<file path="config.mk">
export PLATFORM = sky130hd
export DESIGN_NAME = start_seq_cobs_frame_parser_flat
export DESIGN_NICKNAME = d
export VERILOG_FILES = /design/src/sv/sscfp_pkg.sv /design/src/sv/sscfp_rx_if.sv /design/src/sv/sscfp_frame_if.sv /design/src/sv/start_seq_cobs_frame_parser.sv /design/src/flat_wrapper.sv
export SDC_FILE = /design/constraint.sdc
export NUM_CORES = 1
export LEC_CHECK = 0
export ABC_AREA = 1
export BUFFER_PORTS_ARGS = -buffer_cell sky130_fd_sc_hd__buf_4
export CAP_MARGIN = 20
export CORE_UTILIZATION = 50
export CTS_BUF_LIST = sky130_fd_sc_hd__clkbuf_2 sky130_fd_sc_hd__clkbuf_4 sky130_fd_sc_hd__clkbuf_8
export CTS_CLUSTER_DIAMETER = 40
export DETAILED_ROUTE_END_ITERATION = 16
export PLACE_DENSITY = 0.72
export SLEW_MARGIN = 0
export SYNTH_ARGS = -nofsm -noshare
export SYNTH_HDL_FRONTEND = slang
export SYNTH_SLANG_ARGS = --single-unit
</file>
<file path="constraint.sdc">
create_clock -name clk -period 4.1 [get_ports clk]
set_clock_uncertainty 0.15 [all_clocks]
set_input_delay 0.82 -clock clk [delete_from_list [all_inputs] [get_ports clk]]
set_output_delay 0.82 -clock clk [all_outputs]
set_load 0.02 [all_outputs]
</file>
<file path="src/sv/sscfp_pkg.sv">
// shared types and constants for the start-sequence cobs frame parser
// no dependencies
package sscfp_pkg;

  // default sizing
  localparam int MAX_FRAME_DEF = 256;
  localparam int SYNC_MAX_DEF  = 4;

  // fixed field widths
  localparam int BYTE_W   = 8;
  localparam int SYNC_W   = 32;
  localparam int SLEN_W   = 3;
  localparam int LIMIT_W  = 9;
  localparam int PCOUNT_W = 10;
  localparam int THRESH_W = 11;
  localparam int CFG_IDX_W = 2;

  // configuration register indexes
  typedef enum logic [CFG_IDX_W-1:0] {
    CFG_SYNC_BYTES  = 2'd0,
    CFG_SYNC_LENGTH = 2'd1,
    CFG_FRAME_LIMIT = 2'd2,
    CFG_CSUM_ENABLE = 2'd3
  } cfg_index_t;

  // end-of-frame status codes
  typedef enum logic [1:0] {
    FS_OK       = 2'd0,
    FS_CSUM_BAD = 2'd1,
    FS_OVERFLOW = 2'd2
  } frame_status_t;

endpackage

</file>
<file path="src/sv/sscfp_rx_if.sv">
// received byte channel: valid/ready handshake with one raw byte
// depends on sscfp_pkg
interface sscfp_rx_if;
  logic                          valid;
  logic                          ready;
  logic [sscfp_pkg::BYTE_W-1:0]  rx_byte;

  modport source (output valid, output rx_byte, input ready);
  modport sink   (input valid, input rx_byte, output ready);
endinterface

</file>
<file path="src/sv/sscfp_frame_if.sv">
// result channel: decoded byte, frame end marker and status
// depends on sscfp_pkg
interface sscfp_frame_if;
  logic                          valid;
  logic                          ready;
  logic [sscfp_pkg::BYTE_W-1:0]  out_byte;
  logic                          data_valid;
  logic                          frame_end;
  logic [1:0]                    frame_status;

  modport source (output valid, output out_byte, output data_valid, output frame_end,
                  output frame_status, input ready);
  modport sink   (input valid, input out_byte, input data_valid, input frame_end,
                  input frame_status, output ready);
endinterface

</file>
<file path="src/sv/start_seq_cobs_frame_parser.sv">
// start-sequence hunter and on-the-fly cobs decoder with checksum status
// depends on sscfp_pkg, sscfp_rx_if, sscfp_frame_if
//
//   channel | dir | payload                                        | handshake
//   rx      | in  | rx_byte                                        | valid/ready
//   frm     | out | out_byte, data_valid, frame_end, frame_status | valid/ready
//   cfg     | in  | cfg_index, cfg_data                            | cfg_we only
//
// one byte per cycle sustained while frm takes results; a byte passes the input
// register, then the result register, and the decode step sits between them
// rst is synchronous and clears the valid flags, control state and sequencing; config goes to its defaults
// a stall on frm holds the result register; rx takes one more byte only into an
// empty input register, and drops ready until the result is taken
module start_seq_cobs_frame_parser #(
  parameter int MAX_FRAME = sscfp_pkg::MAX_FRAME_DEF,
  parameter int SYNC_MAX  = sscfp_pkg::SYNC_MAX_DEF
) (
  input  logic                             clk,
  input  logic                             rst,
  sscfp_rx_if.sink                         rx,
  sscfp_frame_if.source                    frm,
  input  logic                             cfg_we,
  input  logic [sscfp_pkg::CFG_IDX_W-1:0]  cfg_index,
  input  logic [sscfp_pkg::SYNC_W-1:0]     cfg_data
);

  localparam int MC_W = $clog2(SYNC_MAX + 1);
  localparam int BW   = sscfp_pkg::BYTE_W;
  localparam int PW   = sscfp_pkg::PCOUNT_W;
  localparam int TW   = sscfp_pkg::THRESH_W;

  // configuration registers
  logic [sscfp_pkg::SYNC_W-1:0]  sync_bytes;
  logic [sscfp_pkg::SLEN_W-1:0]  sync_length;
  logic [sscfp_pkg::LIMIT_W-1:0] frame_limit;
  logic                          checksum_enable;

  always_ff @(posedge clk) begin
    if (rst) begin
      sync_bytes      <= '0;
      sync_length     <= '0;
      frame_limit     <= sscfp_pkg::LIMIT_W'(64);
      checksum_enable <= 1'b1;
    end else if (cfg_we) begin
      unique case (sscfp_pkg::cfg_index_t'(cfg_index))
        sscfp_pkg::CFG_SYNC_BYTES:  sync_bytes      <= cfg_data;
        sscfp_pkg::CFG_SYNC_LENGTH: sync_length     <= cfg_data[sscfp_pkg::SLEN_W-1:0];
        sscfp_pkg::CFG_FRAME_LIMIT: frame_limit     <= cfg_data[sscfp_pkg::LIMIT_W-1:0];
        sscfp_pkg::CFG_CSUM_ENABLE: checksum_enable <= cfg_data[0];
        default: ;
      endcase
    end
  end

  // input register
  logic          in_valid;
  logic [BW-1:0] in_byte;
  logic          advance;

  assign advance  = in_valid && (!frm.valid || frm.ready);
  assign rx.ready = !in_valid || advance;

  always_ff @(posedge clk) begin
    if (rst) begin
      in_valid <= 1'b0;
    end else if (rx.ready) begin
      in_valid <= rx.valid;
    end
  end

  always_ff @(posedge clk) begin
    if (rx.valid && rx.ready) begin
      in_byte <= rx.rx_byte;
    end
  end

  // parser state
  logic [MC_W-1:0] match_count, match_count_next;
  logic [PW-1:0]   packet_count, packet_count_next;
  logic [BW-1:0]   lead_code, lead_code_next;
  logic [BW-1:0]   block_remaining, block_remaining_next;
  logic            block_was_full, block_was_full_next;
  logic [BW-1:0]   held_byte, held_byte_next;
  logic            held_valid, held_valid_next;
  logic [BW-1:0]   running_sum, running_sum_next;
  logic            decode_halted, decode_halted_next;

  // effective configuration
  logic [MC_W-1:0] len;
  logic [TW-1:0]   lim;
  logic [TW-1:0]   thresh;
  logic [2*sscfp_pkg::SYNC_W-1:0] sync_ext;
  logic [2:0]      sel;
  logic [BW-1:0]   expect_byte;

  always_comb begin
    if (4'(sync_length) > 4'(SYNC_MAX)) len = MC_W'(SYNC_MAX);
    else                                len = MC_W'(sync_length);
    if (TW'(frame_limit) > TW'(MAX_FRAME)) lim = TW'(MAX_FRAME);
    else                                   lim = TW'(frame_limit);
    thresh      = lim + TW'(checksum_enable) + TW'(2);
    sync_ext    = {{sscfp_pkg::SYNC_W{1'b0}}, sync_bytes};
    sel         = 3'(match_count);
    expect_byte = sync_ext[{sel, 3'b000} +: BW];
  end

  // result of this step
  logic                     res_v;
  logic [BW-1:0]            res_byte;
  logic                     res_dv;
  logic                     res_fe;
  sscfp_pkg::frame_status_t res_st;

  // frame start values and decode scratch
  logic          e_hv, e_halt, e_bwf;
  logic [BW-1:0] e_hb, e_rs, e_br;
  logic          have;
  logic [BW-1:0] dec;

  // decode step
  always_comb begin
    match_count_next     = match_count;
    packet_count_next    = packet_count;
    lead_code_next       = lead_code;
    block_remaining_next = block_remaining;
    block_was_full_next  = block_was_full;
    held_byte_next       = held_byte;
    held_valid_next      = held_valid;
    running_sum_next     = running_sum;
    decode_halted_next   = decode_halted;
    res_v    = 1'b0;
    res_byte = '0;
    res_dv   = 1'b0;
    res_fe   = 1'b0;
    res_st   = sscfp_pkg::FS_OK;
    e_hv     = held_valid;
    e_hb     = held_byte;
    e_rs     = running_sum;
    e_halt   = decode_halted;
    e_br     = block_remaining;
    e_bwf    = block_was_full;
    have     = 1'b0;
    dec      = '0;

    if (match_count == len) begin
      if (TW'(packet_count) >= thresh) begin
        // frame too long: drop byte and held data
        res_v  = 1'b1;
        res_fe = 1'b1;
        res_st = sscfp_pkg::FS_OVERFLOW;
        match_count_next  = '0;
        packet_count_next = PW'(1);
        held_valid_next   = 1'b0;
        held_byte_next    = '0;
      end else if (in_byte == '0) begin
        // delimiter: close frame with status
        res_v  = 1'b1;
        res_fe = 1'b1;
        if (checksum_enable) begin
          res_st = (held_valid && held_byte == running_sum) ? sscfp_pkg::FS_OK
                                                            : sscfp_pkg::FS_CSUM_BAD;
        end else if (held_valid) begin
          res_byte = held_byte;
          res_dv   = 1'b1;
        end
        match_count_next  = '0;
        packet_count_next = PW'(1);
        held_valid_next   = 1'b0;
        held_byte_next    = '0;
      end else begin
        // first body byte loads the decoder from the leading code
        if (packet_count == PW'(1)) begin
          e_rs   = '0;
          e_hv   = 1'b0;
          e_hb   = '0;
          e_halt = (lead_code == '0);
          e_br   = lead_code - BW'(1);
          e_bwf  = (lead_code == '1);
        end
        packet_count_next    = packet_count + PW'(1);
        decode_halted_next   = e_halt;
        running_sum_next     = e_rs;
        held_valid_next      = e_hv;
        held_byte_next       = e_hb;
        block_remaining_next = e_br;
        block_was_full_next  = e_bwf;
        priority if (e_halt) begin
          have = 1'b1;
        end else if (e_br != '0) begin
          have = 1'b1;
          dec  = in_byte;
          block_remaining_next = e_br - BW'(1);
        end else begin
          have = !e_bwf;
          block_remaining_next = in_byte - BW'(1);
          block_was_full_next  = (in_byte == '1);
        end
        // one-byte hold: release the previous decoded byte
        if (have) begin
          held_byte_next = dec;
          if (e_hv) begin
            running_sum_next = e_rs + e_hb;
            res_v    = 1'b1;
            res_byte = e_hb;
            res_dv   = 1'b1;
          end else begin
            held_valid_next = 1'b1;
          end
        end
      end
    end else if (match_count < len) begin
      // hunting for the start sequence
      if (in_byte == expect_byte) begin
        match_count_next = match_count + MC_W'(1);
      end else begin
        lead_code_next    = in_byte - BW'(len);
        match_count_next  = '0;
        packet_count_next = PW'(1);
      end
    end else begin
      // sequence shortened under a partial match
      match_count_next  = '0;
      packet_count_next = PW'(1);
    end
  end

  // state registers
  always_ff @(posedge clk) begin
    if (rst) begin
      match_count     <= '0;
      packet_count    <= PW'(1);
      lead_code       <= '0;
      block_remaining <= '0;
      block_was_full  <= 1'b0;
      held_byte       <= '0;
      held_valid      <= 1'b0;
      running_sum     <= '0;
      decode_halted   <= 1'b0;
    end else if (advance) begin
      match_count     <= match_count_next;
      packet_count    <= packet_count_next;
      lead_code       <= lead_code_next;
      block_remaining <= block_remaining_next;
      block_was_full  <= block_was_full_next;
      held_byte       <= held_byte_next;
      held_valid      <= held_valid_next;
      running_sum     <= running_sum_next;
      decode_halted   <= decode_halted_next;
    end
  end

  // result register
  always_ff @(posedge clk) begin
    if (rst) begin
      frm.valid <= 1'b0;
    end else if (advance) begin
      frm.valid <= res_v;
    end else if (frm.ready) begin
      frm.valid <= 1'b0;
    end
  end

  always_ff @(posedge clk) begin
    if (advance && res_v) begin
      frm.out_byte     <= res_byte;
      frm.data_valid   <= res_dv;
      frm.frame_end    <= res_fe;
      frm.frame_status <= res_st;
    end
  end

endmodule

</file>
<file path="src/flat_wrapper.sv">
// flat-port wrapper written by rule: the top's interface ports become plain ports
module start_seq_cobs_frame_parser_flat 
#(
  parameter int MAX_FRAME = sscfp_pkg::MAX_FRAME_DEF,
  parameter int SYNC_MAX  = sscfp_pkg::SYNC_MAX_DEF
)
  (clk, rst, cfg_we, cfg_index, cfg_data, rx_valid, rx_rx_byte, rx_ready, frm_valid, frm_out_byte, frm_data_valid, frm_frame_end, frm_frame_status, frm_ready);
  sscfp_rx_if rx_i ();
  sscfp_frame_if frm_i ();
  input  logic clk;
  input  logic rst;
  input  logic cfg_we;
  input  logic [sscfp_pkg::CFG_IDX_W-1:0] cfg_index;
  input  logic [sscfp_pkg::SYNC_W-1:0] cfg_data;
  input wire logic [$bits(rx_i.valid)-1:0] rx_valid;
  input wire logic [$bits(rx_i.rx_byte)-1:0] rx_rx_byte;
  output wire logic [$bits(rx_i.ready)-1:0] rx_ready;
  output wire logic [$bits(frm_i.valid)-1:0] frm_valid;
  output wire logic [$bits(frm_i.out_byte)-1:0] frm_out_byte;
  output wire logic [$bits(frm_i.data_valid)-1:0] frm_data_valid;
  output wire logic [$bits(frm_i.frame_end)-1:0] frm_frame_end;
  output wire logic [$bits(frm_i.frame_status)-1:0] frm_frame_status;
  input wire logic [$bits(frm_i.ready)-1:0] frm_ready;
  assign rx_i.valid = rx_valid;
  assign rx_i.rx_byte = rx_rx_byte;
  assign rx_ready = rx_i.ready;
  assign frm_valid = frm_i.valid;
  assign frm_out_byte = frm_i.out_byte;
  assign frm_data_valid = frm_i.data_valid;
  assign frm_frame_end = frm_i.frame_end;
  assign frm_frame_status = frm_i.frame_status;
  assign frm_i.ready = frm_ready;
  start_seq_cobs_frame_parser #(.MAX_FRAME(MAX_FRAME), .SYNC_MAX(SYNC_MAX)) u_core (.clk(clk), .rst(rst), .rx(rx_i), .frm(frm_i), .cfg_we(cfg_we), .cfg_index(cfg_index), .cfg_data(cfg_data));
endmodule
</file>
==> impl_results.md <==
- CTS sink count: around 120
- Port bufs: 60
- Seq/Total Area, Yosys: 36.1%
- Met1 Track Usage GR: ~34%
- FMAX: 232 MHz
- Via count: 6655
- Share of layout cells above drive strength 1: 19.8%
- Clk slew on worst S/H paths: approximately 0.070 ns
- # setup viols final: between 40 and 50
- Area of the mapped netlist: 6940 sq um
- Ys async rst share: 0%
- Peak supply drop: 0.335 mV
- Grt met3 use: 5.80%
- Max_slew headroom: 36.2%
- DRT iter0 DRCs: roughly 670
- Die Span Y: 120 um
- Synth Register Bits: 115
- Max-slew violation count: 0
- Post-DP HPWL: 12.1 mm
- First-pass GRT wire length: around 28 mm
- Max Cap Viol: 0
- Simple-gate share of the synthesized area: 27.0%
- Slowest stage delay, CP: 0.35 ns
- Post-route ant nets: 0
- Tot GR Track Use: 24.5%
- Mux share of post-synthesis cell area: 0%
- Post-route DRC: 0
- Largest net degree at the start of global routing: 48
- Distinct cells, synth: 48
- DR WL/cell: 14.1 um
- Most numerous cell in the Yosys netlist: nand2_1
- Yosys warns: 0
- Layout area overhead: 21.9%
- Slowest cell on crit path: ha_1
- Grt met2 use: roughly 38%
- Failing checks: negative setup slack
- NumNets Final: 1138
- Post-cts hold buffer count: 0
- Synth top area cells: dfxtp_1 (27%), edfxtp_1 (8.7%), nand2_1 (8.3%)
- Cell area after layout: 8460 sq um
- GP Congestion: 0.904
- Via density: between 5 and 6
- Clk root buf: clkbuf_8
- CTS tree: built
- Starting density of the core: about half
- Synth Instances: 979
- Worst setup path category: reg -> reg
- Post-synth EDFFs: 20
- Worst path top cell family by delay: simple AND/OR/NAND/NOR gates
- WP data required: about 4.3 ns
- Most used routing layer: met2
- Clock buffer depth: 2
- Global route overflow: 0
- Worst Path Buf+Inv: 8
- Clk_lat worst skew: 0.45 ns
- Antenna violations before repair: 0
- Drt pass-1 iters: 5
- Power density cells: 380 nW/um^2
- Worst hold slack: 0.300 ns
- Row count: between 40 and 50
- Fin worst setup slack: -0.219 ns
- Detailed Route WL: 17.6 mm
- LEAKAGE: 3.57 nW
- Setup total negative slack: -5.11 ns
- RSZ-0062 raised after global routing: yes
- CTS Buf Count: 17
- H-tree levels: 4
- Worst Path Max Fanout: 6
- Synth Area in XOR/XNOR: 4.80%
- Crit path DAT: 4.50 ns
- Die ar.: 14400 sq um
- CP Launch Type: flop
- Antenna Diode Count: 0
- Die W: 120 um
- Pre-CTS setup slack: -0.134 ns
- Main combinational cell family by area after synthesis: simple AND/OR/NAND/NOR gates
- Top cell type's share of synthesized area: 27.4%
- Io pins: 61
- Final critical-path required period: 4.32 ns
- Primary FF master, synth: dfxtp_1
- Critical Path End Type: flop
- Mean Syn Cell Area: between 7 and 8 sq um
- Most frequent cells after synthesis: nand2_1 (154), nor2_1 (151), inv_1 (113), dfxtp_1 (95), o21ai_0 (91)
- Outcome: complete, but fails checks
- Post-DP Area: 7670 sq um
- Period utilization: 105%
- Least-Margin Pin Slew: 0.956 ns
- Core Footprint: 13400 sq um
- Adder-Cell Fraction of Synth Area: 6.35%
- Synth area leader: dfxtp_1
- Hold Crit Class: reg -> reg
- Vias in the first global route: 5820
- Syn nets: 1060
- Final hold violation count: 0
- Compound-gate portion of the synthesized area: 16.5%
==> layout make-up <==
cell class              count  area, sq um
fillers                  1211         4940
flip-flops and latches    115         2500
multi-input cells         706         4020
well taps                 176          220
repair buffers             97          838
clock inverters            12          163
inverters                 120          455
clock buffers              20          256
==> through the flow <==
step	power [mW]	cells	util [%]
6_report	3.21	1246	63.1
3_5_place_dp	2.01	1205	57.2
3_3_place_gp	2.01	1205	57.2
4_1_cts	3.15	1237	60.6
2_1_floorplan	1.81	979	-
5_1_grt	3.38	1246	63.1
==> path summary, 6_finish.rpt <==
kind	endpoint	cells past startpoint	slack, ns	start
setup reg to reg	u_core.running_sum[0]	29	-0.22	u_core.frame_limit[0]
hold / removal	u_core.sync_bytes[25]	2	0.30	u_core.sync_bytes[25]
setup / recovery	u_core.running_sum[0]	29	-0.22	u_core.frame_limit[0]
hold reg to reg	u_core.sync_bytes[25]	2	0.30	u_core.sync_bytes[25]
==> cells in the final DEF, fill, tap and decap left out, drive strengths merged <==
cell	count
nand2	161
nor2	157
o21ai	116
inv	115
dfxtp	95
buf	93
a21oi	72
nand3	46
ha	32
xor2	30
nor3	25
clkbuf	24
edfxtp	20
nor4	13
clkinv	12
nand4	10
xnor2	8
o32ai	5
o211ai	4
bufinv	4
o22ai	3
a31oi	3
and3	3
o21a	2
nand3b	2
or2	2
a221oi	2
fa	2
a211oi	2
a21o	1
o21bai	1
o31ai	1
nor3b	1
o41ai	1
conb	1
clkinvlp	1
==> routing by layer <==
layer | wire [um] | up-vias
met5 | 0 | -
met4 | 265 | 0
met3 | 929 | 24
li1 | - | 3387
met1 | 8290 | 3047
met2 | 8110 | 197
==> power by group <==
| group | switching, mW | internal [mW] |
|---|---|---|
| Sequential | 0.0589 | 1.22 |
| Clock | 0.462 | 0.672 |
| Combinational | 0.501 | 0.301 |
| Total | 1.02 | 2.19 |
==> cell families (layout without fill, tap and decap cells) <==
kind of cell,after synthesis,after routing
and+or+nand+nor,420,420
AOI/OAI and AO/OA,213,213
buffers and inverters,158,249
DFF,115,115
xor gates and xnor gates,38,38
adders and majority gates,34,34
other,1,1
==> state kept, by name (all words and copies together) (netlist names), 2 cells and up <==
| name | cells |
|---|---|
| u_core.sync_bytes | 32 |
| u_core.held_byte | 8 |
| u_core.frame_limit | 9 |
| u_core.in_byte | 8 |
| u_core.sync_length | 3 |
| u_core.running_sum | 8 |
| u_core.match_count | 3 |
| u_core.block_remaining | 8 |
| u_core.frm.frame_status | 2 |
| u_core.packet_count | 10 |
| u_core.frm.out_byte | 8 |
| u_core.lead_code | 8 |
==> tightest hold or removal path, cell delays in order (launching register included) <==
cell and delay [ns]:
dfxtp_1 0.31, inv_1 0.04, a21oi_1 0.05
==> timing repair <==
item                       4_1_cts  5_1_grt
setup buffers                    0        4
setup endpoints to repair       56       64
cloned                           0        5
pin swaps                        3       29
gates resized for setup          4       67
No activity file was read; power rests on OpenSTA's default activity.
